===== config.mk =====
export PLATFORM = sky130hd
export DESIGN_NAME = ansi_truecolor_escape_encoder_flat
export DESIGN_NICKNAME = d
export VERILOG_FILES = /design/src/rtl/atce_pkg.sv /design/src/rtl/atce_if.sv /design/src/rtl/ansi_truecolor_escape_encoder.sv /design/src/flat_wrapper.sv
export SDC_FILE = /design/constraint.sdc
export NUM_CORES = 1
export LEC_CHECK = 0
export BUFFER_PORTS_ARGS = -buffer_cell sky130_fd_sc_hd__clkbuf_2
export CAP_MARGIN = 20
export CELL_PAD_IN_SITES_DETAIL_PLACEMENT = 0
export CELL_PAD_IN_SITES_GLOBAL_PLACEMENT = 1
export CORE_MARGIN = 4
export CORE_UTILIZATION = 45
export CTS_CLUSTER_DIAMETER = 80
export DETAILED_ROUTE_END_ITERATION = 16
export PLACE_DENSITY = 0.77
export SYNTH_ARGS = -nofsm -noshare
export SYNTH_HDL_FRONTEND = slang
export SYNTH_SLANG_ARGS = --single-unit

===== constraint.sdc =====
create_clock -name clk -period 5 [get_ports clk]
set_input_delay 0.25 -clock clk [delete_from_list [all_inputs] [get_ports clk]]
set_output_delay 0.25 -clock clk [all_outputs]
set_load 0.02 [all_outputs]

===== src/rtl/atce_pkg.sv =====
// Package of the truecolor escape encoder: types, byte constants and the decimal split.
package atce_pkg;

  localparam int SlotW = 5;
  typedef logic [SlotW-1:0] slot_t;

  // Slot plan of one cell: seven head bytes, then three groups of four slots
  // (hundreds, tens, ones, separator or final letter), then the glyph.
  localparam slot_t SLOT_HEAD0 = 5'd0;
  localparam slot_t SLOT_DIG0  = 5'd7;
  localparam slot_t SLOT_GLYPH = 5'd19;

  localparam logic [1:0] SUB_HUND = 2'd0;
  localparam logic [1:0] SUB_TENS = 2'd1;
  localparam logic [1:0] SUB_ONES = 2'd2;
  localparam logic [1:0] SUB_SEP  = 2'd3;

  localparam logic [1:0] GRP_RED   = 2'd0;
  localparam logic [1:0] GRP_GREEN = 2'd1;
  localparam logic [1:0] GRP_BLUE  = 2'd2;

  localparam logic [7:0] HEAD_BYTES [7] = '{8'd27, 8'd91, 8'd51, 8'd56, 8'd59, 8'd50, 8'd59};
  localparam logic [7:0] DIGIT_ZERO = 8'd48;
  localparam logic [7:0] SEP_BYTE   = 8'd59;
  localparam logic [7:0] FINAL_BYTE = 8'd109;

  typedef struct packed {
    logic [1:0] hund;
    logic [3:0] tens;
    logic [3:0] ones;
  } dec_t;

  // Splits a byte into decimal digits. v/10 is taken as (v*205)>>11, exact for v below 1029.
  function automatic dec_t split_dec(input logic [7:0] v);
    logic [15:0] prod;
    logic [4:0]  q;
    logic [1:0]  h;
    dec_t        d;
    prod = 16'(v) * 16'd205;
    q    = prod[15:11];
    h    = (q >= 5'd20) ? 2'd2 : ((q >= 5'd10) ? 2'd1 : 2'd0);
    d.hund = h;
    d.tens = 4'(q - 5'(h) * 5'd10);
    d.ones = 4'(v - 8'(q) * 8'd10);
    return d;
  endfunction

endpackage


===== src/rtl/atce_if.sv =====
// Stream interfaces of the truecolor escape encoder: cell requests in, bytes out.
interface atce_in_if;
  logic       valid;
  logic       ready;
  logic [7:0] red;
  logic [7:0] green;
  logic [7:0] blue;
  logic [7:0] glyph;
  logic       new_frame;
  modport source (output valid, red, green, blue, glyph, new_frame, input ready);
  modport sink   (input valid, red, green, blue, glyph, new_frame, output ready);
endinterface

interface atce_out_if;
  logic       valid;
  logic       ready;
  logic [7:0] out_byte;
  logic       last_of_run;
  modport source (output valid, out_byte, last_of_run, input ready);
  modport sink   (input valid, out_byte, last_of_run, output ready);
endinterface


===== src/rtl/ansi_truecolor_escape_encoder.sv =====
// Top level of the truecolor escape encoder: cell register, slot sequencer, byte register.
// Timing: a byte enters the output register when its slot is reached and the sequencer
// advances; the first byte of a cell passes the cell register and then the output register.
// Per cell, the slot counter walks twenty slots for a cell with a color change (unused digit
// slots included, stalled while the output register is full) and one slot for a glyph-only cell.
// Reset (synchronous, rst_n low): no cell held, output empty, no color remembered.
module ansi_truecolor_escape_encoder import atce_pkg::*; (
  input  logic        clk,
  input  logic        rst_n,
  atce_in_if.sink     in_req,
  atce_out_if.source  out_req
);

  // Remembered color. It is updated when a cell is accepted, since the decision to
  // emit an escape is made right there.
  logic [7:0] prev_red_r, prev_green_r, prev_blue_r;
  logic       color_known_r;

  // Cell register: the glyph and the decimal digits of the cell being sent.
  logic       hold_valid_r;
  logic [7:0] glyph_r;
  dec_t       dec_red_r, dec_green_r, dec_blue_r;
  slot_t      slot_r;

  // Output register.
  logic       out_valid_r;
  logic [7:0] out_byte_r;
  logic       out_last_r;

  logic       in_fire;
  logic       need_esc;
  logic       advance;
  logic       cell_done;
  logic [7:0] cur_byte;
  logic       cur_emit;
  logic       cur_last;
  logic [3:0] dig_off;
  dec_t       cur_dec;

  // The sequencer moves whenever a cell is held and the output register is free or being drained.
  assign advance   = hold_valid_r && (!out_valid_r || out_req.ready);
  assign cell_done = advance && (slot_r == SLOT_GLYPH);

  // A new cell enters while the previous one sends its glyph, so cells flow back to back.
  assign in_req.ready = !hold_valid_r || cell_done;
  assign in_fire      = in_req.valid && in_req.ready;

  // A frame start forgets the remembered color before the comparison.
  assign need_esc = in_req.new_frame || !color_known_r ||
                    (in_req.red != prev_red_r) || (in_req.green != prev_green_r) ||
                    (in_req.blue != prev_blue_r);

  // Byte for the current slot. Digit slots that would print a leading zero are skipped
  // by sending nothing in that cycle.
  assign dig_off = 4'(slot_r - SLOT_DIG0);

  always_comb begin
    case (dig_off[3:2])
      GRP_RED:   cur_dec = dec_red_r;
      GRP_GREEN: cur_dec = dec_green_r;
      default:   cur_dec = dec_blue_r;
    endcase
    cur_byte = glyph_r;
    cur_emit = 1'b1;
    cur_last = 1'b0;
    if (slot_r < SLOT_DIG0) begin
      cur_byte = HEAD_BYTES[slot_r[2:0]];
    end else if (slot_r == SLOT_GLYPH) begin
      cur_byte = glyph_r;
      cur_last = 1'b1;
    end else begin
      case (dig_off[1:0])
        SUB_HUND: begin
          cur_byte = DIGIT_ZERO + 8'(cur_dec.hund);
          cur_emit = (cur_dec.hund != 2'd0);
        end
        SUB_TENS: begin
          cur_byte = DIGIT_ZERO + 8'(cur_dec.tens);
          cur_emit = (cur_dec.hund != 2'd0) || (cur_dec.tens != 4'd0);
        end
        SUB_ONES: begin
          cur_byte = DIGIT_ZERO + 8'(cur_dec.ones);
        end
        default: begin
          cur_byte = (dig_off[3:2] == GRP_BLUE) ? FINAL_BYTE : SEP_BYTE;
        end
      endcase
    end
  end

  always_ff @(posedge clk) begin
    if (!rst_n) begin
      hold_valid_r  <= 1'b0;
      slot_r        <= SLOT_HEAD0;
      color_known_r <= 1'b0;
      prev_red_r    <= 8'd0;
      prev_green_r  <= 8'd0;
      prev_blue_r   <= 8'd0;
      out_valid_r   <= 1'b0;
    end else begin
      if (in_fire) begin
        hold_valid_r  <= 1'b1;
        slot_r        <= need_esc ? SLOT_HEAD0 : SLOT_GLYPH;
        color_known_r <= 1'b1;
        prev_red_r    <= in_req.red;
        prev_green_r  <= in_req.green;
        prev_blue_r   <= in_req.blue;
      end else if (cell_done) begin
        hold_valid_r <= 1'b0;
      end else if (advance) begin
        slot_r <= slot_r + 5'd1;
      end
      if (advance) begin
        out_valid_r <= cur_emit;
      end else if (out_req.ready) begin
        out_valid_r <= 1'b0;
      end
    end
  end

  // Payload registers need no reset.
  always_ff @(posedge clk) begin
    if (in_fire) begin
      glyph_r     <= in_req.glyph;
      dec_red_r   <= split_dec(in_req.red);
      dec_green_r <= split_dec(in_req.green);
      dec_blue_r  <= split_dec(in_req.blue);
    end
    if (advance && cur_emit) begin
      out_byte_r <= cur_byte;
      out_last_r <= cur_last;
    end
  end

  assign out_req.valid       = out_valid_r;
  assign out_req.out_byte    = out_byte_r;
  assign out_req.last_of_run = out_last_r;

  // The slot counter never runs past the glyph slot.
  assert property (@(posedge clk) disable iff (!rst_n) slot_r <= SLOT_GLYPH)
    else $error("slot counter past glyph slot");

  // A cell is taken only when nothing is held or the held cell finishes now.
  assert property (@(posedge clk) disable iff (!rst_n)
    in_fire |-> (!hold_valid_r || (advance && slot_r == SLOT_GLYPH)))
    else $error("cell accepted over a busy cell register");

  // An accepted cell with a color change starts at the first head byte, and the color
  // is remembered afterwards.
  assert property (@(posedge clk) disable iff (!rst_n)
    (in_fire && need_esc) |=> (slot_r == SLOT_HEAD0 && color_known_r && hold_valid_r))
    else $error("escape cell did not start at the head");

  // The glyph byte is the only byte that closes a cell.
  assert property (@(posedge clk) disable iff (!rst_n)
    (advance && cur_emit && slot_r != SLOT_GLYPH) |=> !out_last_r)
    else $error("escape byte marked as last");

endmodule


===== src/flat_wrapper.sv =====
// flat-port wrapper written by rule: the top's interface ports become plain ports
module ansi_truecolor_escape_encoder_flat import atce_pkg::*;
  (clk, rst_n, in_req_valid, in_req_red, in_req_green, in_req_blue, in_req_glyph, in_req_new_frame, in_req_ready, out_req_valid, out_req_out_byte, out_req_last_of_run, out_req_ready);
  atce_in_if in_req_i ();
  atce_out_if out_req_i ();
  input  logic clk;
  input  logic rst_n;
  input wire logic [$bits(in_req_i.valid)-1:0] in_req_valid;
  input wire logic [$bits(in_req_i.red)-1:0] in_req_red;
  input wire logic [$bits(in_req_i.green)-1:0] in_req_green;
  input wire logic [$bits(in_req_i.blue)-1:0] in_req_blue;
  input wire logic [$bits(in_req_i.glyph)-1:0] in_req_glyph;
  input wire logic [$bits(in_req_i.new_frame)-1:0] in_req_new_frame;
  output wire logic [$bits(in_req_i.ready)-1:0] in_req_ready;
  output wire logic [$bits(out_req_i.valid)-1:0] out_req_valid;
  output wire logic [$bits(out_req_i.out_byte)-1:0] out_req_out_byte;
  output wire logic [$bits(out_req_i.last_of_run)-1:0] out_req_last_of_run;
  input wire logic [$bits(out_req_i.ready)-1:0] out_req_ready;
  assign in_req_i.valid = in_req_valid;
  assign in_req_i.red = in_req_red;
  assign in_req_i.green = in_req_green;
  assign in_req_i.blue = in_req_blue;
  assign in_req_i.glyph = in_req_glyph;
  assign in_req_i.new_frame = in_req_new_frame;
  assign in_req_ready = in_req_i.ready;
  assign out_req_valid = out_req_i.valid;
  assign out_req_out_byte = out_req_i.out_byte;
  assign out_req_last_of_run = out_req_i.last_of_run;
  assign out_req_i.ready = out_req_ready;
  ansi_truecolor_escape_encoder u_core (.clk(clk), .rst_n(rst_n), .in_req(in_req_i), .out_req(out_req_i));
endmodule

After elaboration in Yosys (flattened, before gate mapping)
Memory sizes are Yosys's and may differ from the RTL's.
Index checks and enable logic that the tools add are counted.
W data, S select, Z words.
- bitwise logic cells: 1
- equal/unequal tests: 9
- add/subtract/negate cells: 11
- reduce and logical (&&, ||, !) cells: 22
- $lt $le $gt $ge: 8
- multiplexer cells: 25
- $mul: 9
- operators by type and width (kind ; count):
    $mul A8 B8 Y16 const B ; 3
    $mux W8 ; 4
    $ne A8 B8 Y1 ; 3
    $pmux W8 S3 ; 1
    $sub A4 B4 Y4 ; 6
    $mux W5 ; 4
    $pmux W10 S2 ; 1
    $ge A5 B4 Y1 const B ; 3
    $ge A5 B5 Y1 const B ; 3
    $mul A5 B3 Y3 const B ; 3
    $add A6 B4 Y7 const A ; 2
    $mux W1 ; 10
    $mul A2 B3 Y3 const B ; 3
    $reduce_bool A2 Y1 ; 4
    $add A6 B2 Y7 const A ; 1
    $logic_or A1 B1 Y1 ; 7
    $mux W7 ; 1
    $mux W2 ; 3
    $add A5 B1 Y5 const B ; 1
    $eq A5 B5 Y1 const B ; 1
    $lt A5 B3 Y1 const B ; 1
    $eq A2 B1 Y1 const B ; 2
    $eq A2 B2 Y1 const B ; 2
    $ge A4 B4 Y1 const B ; 1
    9 further kinds ; 15
- memory bits (read-only): 64
- logic and storage cells: 105
- register bits after elaboration: 79
- memories: 1
- output and inout port bits: 11
- input bits: 37
- memory list (name ; depth ; width ; rd ports ; clocked after Yosys merged registers in ; wr ports ; line ; RTL):
    (no name shown) ; 8 ; 8 ; 1 ; 0 ; 0 ; ansi_truecolor_escape_encoder.sv:67 ; cur_byte = HEAD_BYTES[slot_r[2:0]];

Logic depth before layout (Yosys ltp)
- depth after elaboration: 9
- depth in mapped cells: 22
- gate-level depth less buffers: 21

Worst setup path after synthesis
Ideal clock, no wire load.
- kind: input port to flip-flop
- from: in in_req_red[1]
- to: reg u_core.dec_red_r[7] (netlist bit), data pin
- data arrival time: 4416 ps
- setup time: 258 ps
- buffers on the path: 0
- stages: 18
- required time: 4742 ps
- setup slack: 326 ps
- path through: ha_1 fa_1 fa_1 inv_1 fa_1 inv_1 ha_1 and4_1 a2111oi_4 o221ai_2 a21oi_1 xnor2_1 o211ai_1 o31ai_1 ha_1 inv_1 fa_1 xnor2_1
- word-level cells in the longest chain between the ends: 6
- elaborated cells between the ends (all ways): 7
- classes of those cells: add/sub (1); mul (2); order compare (2); mux (2)
- ends and longest elaborated chain (item ; line ; RTL):
    start, declared ; flat_wrapper.sv:9 ; input wire logic [$bits(in_req_i.red)-1:0] in_req_red;
    $mul A8 B8 Y16 * ; atce_pkg.sv:39 ; prod = 16'(v) * 16'd205;
    $ge A5 B4 Y1 ; atce_pkg.sv:41 ; h = (q >= 5'd20) ? 2'd2 : ((q >= 5'd10) ? 2'd1 : 2'd0);
    $mux W1 ; atce_pkg.sv:41 ;
    $mux W2 ; atce_pkg.sv:41 ;
    $mul A2 B3 Y3 ; atce_pkg.sv:43 ; d.tens = 4'(q - 5'(h) * 5'd10);
    $sub A4 B4 Y4 * ; atce_pkg.sv:43 ;
    end signal, assigned ; ansi_truecolor_escape_encoder.sv:125 ; dec_red_r <= split_dec(in_req.red);
    end, declared ; ansi_truecolor_escape_encoder.sv:22 ; dec_t dec_red_r, dec_green_r, dec_blue_r;
Mark *: on every way between the ends. The rest lies on a longest branch, timed or not.
A chain may end at the register's enable or synchronous reset.

Worst setup path after layout
- from: in in_req_green[5]
- to: reg u_core.dec_green_r[7] (netlist bit), data pin
- word-level cells in the longest chain between the ends: 6
- elaborated cells between the ends (all ways): 7
- classes of those cells: add/sub (1); mul (2); order compare (2); mux (2)
- ends and longest elaborated chain (item ; line ; RTL):
    start, declared ; flat_wrapper.sv:10 ; input wire logic [$bits(in_req_i.green)-1:0] in_req_green;
    $mul A8 B8 Y16 * ; atce_pkg.sv:39 ;
    $ge A5 B4 Y1 ; atce_pkg.sv:41 ;
    $mux W1 ; atce_pkg.sv:41 ;
    $mux W2 ; atce_pkg.sv:41 ;
    $mul A2 B3 Y3 ; atce_pkg.sv:43 ;
    $sub A4 B4 Y4 * ; atce_pkg.sv:43 ;
    end signal, assigned ; ansi_truecolor_escape_encoder.sv:126 ; dec_green_r <= split_dec(in_req.green);
    end, declared ; ansi_truecolor_escape_encoder.sv:22 ;
Marked as above.

==> impl_metrics.csv <==
group,metric,value,unit
min_path,holdPathStages,1,
clock_network,cts_tree,"yes",
clock_network,cts_buffer_depth,2,
power,p_per_area,408,mW/mm^2
synthesis,ys_types,66,
synthesis,async_flop_share,0,%
critical_path,worst-path-buf-inv,4,
critical_path,cp.arrival,4.81,ns
detailed_routing,dr.pass1.iters,4,
synthesis,yosys_warnings,0,
critical_path,r2r_cells,9,
place,place_hpwl,12900,um
clock_network,numCtsBuffers,9,
die,die_h,136,um
critical_path,worstReg2RegStart,"u_core.slot_r[1]$_SDFFE_PN0P_",
synthesis,synth_top_cell_by_area,"ha_1",
detailed_routing,drtIter0Drc,231,
die,die-area,0.0186,sq mm
layout,nets,1015,
synthesis,ys_ff_latch,79,
place,gp_congestion,0.921,
global_routing,overflow,0,
critical_path,path_class,"in2reg",
sta,finalSetupViolCount,0,
clock_network,cts_root_buf,"clkbuf_16",
global_routing,antenna_found_initial,0,
die,start_util,46.3,%
critical_path,crit_path_max_fanout,5,
critical_path,rrSetupSlack,1.39,ns
clock_network,cts.sinks,79,
die,io_pins,48,
die,core,0.0160,sq mm
detailed_routing,antenna_left,0,
clock_network,post-cts-setup-buffers,0,
layout,drive_gt1_share,13.8,%
power,ir_worst_vdd,0.000237,V
detailed_routing,viasPerCell,5.21,
synthesis,synth_area,0.00740,sq mm
sta,fin_worst_skew,0.00961,ns
min_path,hold_end,"u_core.glyph_r[5]$_DFFE_PP_",
synthesis,synthTopCellsByArea,"ha_1 25%, edfxtp_1 19%, fa_1 8.9%",
sta,tightest_slew,0.931,ns
global_routing,track_usage,17.6,%
detailed_routing,wl_per_cell,15.2,um
outcome,status,"complete, no violations",
place,place_ws,-0.139,ns
layout,area_growth,12.0,%
critical_path,crit_family,"adder cells",
sta,slew_headroom,37.4,%
synthesis,synth_ff_type,"edfxtp_1",
clock_network,insertion_delay,0.34,ns
synthesis,synth.most_common_cell,"ha_1",
power,p_leak,3.87,nW
sta,post-route-period-util,94.4,%
detailed_routing,routed_wl,15500,um
clock_network,clk_pin_slew,0.07,ns
global_routing,grt_max_degree,40,
sta,fmax,0.212,GHz
clock_network,cts_hold_buf,0,
min_path,hold_path.class,"in2reg",
sta,tns,0,ns
sta,slew_viol_final,0,
critical_path,cp-end-kind,"flop",
clock_network,htreeDepth,3,
critical_path,crit_slowest_cell,"fa_1",
critical_path,cp-start-kind,"primary input",
min_path,min-delay-start,"in_req_glyph[5]",
synthesis,synth_edf_count,47,
critical_path,r2r-end,"u_core.slot_r[4]$_SDFFE_PN0P_",
sta,fin_crit,4.72,ns
die,fp.dieW,136,um
synthesis,yosys.area.top_type_share,25.0,%
global_routing,grt_pass1_vias,5502,
die,num_rows,46,
global_routing,grt_first_pass_wirelength,26400,um
critical_path,slowest_delay,0.55,ns
sta,setup_ws,0.280,ns
critical_path,crit_top_cell,"fa_1",
synthesis,ys_seq_area_share,27.7,%
sta,finalHoldViolations,0,
synthesis,yosys-top-cells-count,"148 x ha_1, 84 x inv_1, 73 x nand2_1",
clock_network,cts_resized,0,
critical_path,cp_cell_sequence,"clkbuf_2, ha_1, fa_1, fa_1, inv_1, fa_1, inv_1, ha_1, nand2_1, nor2_1, o31a_1, nor2_1, o21ai_1, xor2_1, nand2_1, o22ai_1, ha_1, inv_1, fa_1, xnor2_1",
layout,antenna_cells,0,
sta,rsz0062_at_grt,"false",
synthesis,netlist_instances,731,
critical_path,required,5.09,ns
detailed_routing,drc,0,
synthesis,synth.avg_cell_area,10.1,sq um
synthesis,synthesis.nets,949,
place,port-buffer-count,47,
detailed_routing,dr_total_vias,5302,
run,cap_violations,0,
-- flip-flops by register name, indices dropped and copies added (netlist names), 5 cells and up --
register	cells
u_core.prev_red_r	8
u_core.out_req.out_byte	8
u_core.slot_r	5
u_core.dec_green_r	10
u_core.dec_blue_r	10
u_core.prev_green_r	8
u_core.prev_blue_r	8
u_core.glyph_r	8
u_core.dec_red_r	10
-- logic make-up after synthesis --
| kind of cell | after synthesis | share of synthesized area, % |
|---|---|---|
| DFF | 79 | 27.7 |
| adders and majority gates | 181 | 33.9 |
| muxes | 6 | 0.811 |
| buffers and inverters | 100 | 5.22 |
| xor gates and xnor gates | 65 | 8.30 |
| AOI/OAI and AO/OA | 136 | 13.2 |
| and+or+nand+nor | 164 | 10.8 |
-- worst max-delay path by stage --
stage	end	start	slack, ns	cells past startpoint
after floorplan	u_core.dec_red_r[7]$_DFFE_PP_	in_req_red[1]	0.33	18
after global placement	u_core.dec_green_r[7]$_DFFE_PP_	in_req_green[3]	0.08	19
after detailed placement	u_core.dec_green_r[7]$_DFFE_PP_	in_req_green[1]	-0.14	20
after CTS	u_core.dec_green_r[7]$_DFFE_PP_	in_req_green[1]	0.24	20
after global routing	u_core.dec_green_r[7]$_DFFE_PP_	in_req_green[1]	0.005	20
final	u_core.dec_green_r[7]$_DFFE_PP_	in_req_green[5]	0.28	20
-- layout by cell type (no fill, tap or decap), drive strengths merged, types with 4 or more instances in the layout --
cell,instances
a21boi,29
nand2b,5
nor2b,7
dfxtp,32
edfxtp,47
xor2,31
buf,22
nand4,7
nor4,4
fa,33
nand2,74
a21oi,30
clkbuf,56
xnor2,34
a21o,4
nand3,13
and3,5
o31ai,4
o21a,4
nor3,7
o22ai,6
o21ai,25
o221ai,9
ha,148
nor2,26
o211ai,4
mux2i,6
inv,88
and2,5
-- metal layers --
layer / part of all wire [%] / GRT usage (%)
met1: 47 / 23.8
met2: 48 / 30.2
met3: 4.4 / 3.11
met4: 0.55 / 2.58
met5: 0 / 0
-- layout make-up --
type | instances | area, sq um
inverter | 86 | 323
multi-input combinational | 552 | 4960
timing repair buffer | 69 | 400
clock buffer | 9 | 225
clock inverter | 7 | 55.1
sequential | 79 | 2050
tap | 216 | 270
fill | 1494 | 7710
-- stage by stage --
step                      std cells  util [%]  instance area (sq um)  power (mW)  hold slack (ns)
after global placement         1002      50.1                   8010        2.72            0.431
after CTS                      1018      51.8                   8290        3.43           0.0763
after detailed placement       1002      50.1                   8010        2.79            0.429
after floorplan                 731         -                   7400        2.31            0.349
after global routing           1018      51.8                   8290        3.72           0.0780
final                          1018      51.8                   8290        3.38           0.0809
-- report_power, final --
group | switching, mW | leakage, nW | internal, mW | total (mW)
combinational | 0.976 | 3.03 | 0.798 | 1.77
clock | 0.270 | 0.133 | 0.341 | 0.610
sequential | 0.0689 | 0.709 | 0.928 | 0.997
total | 1.31 | 3.87 | 2.07 | 3.38
(Power assumes the default switching activity.)
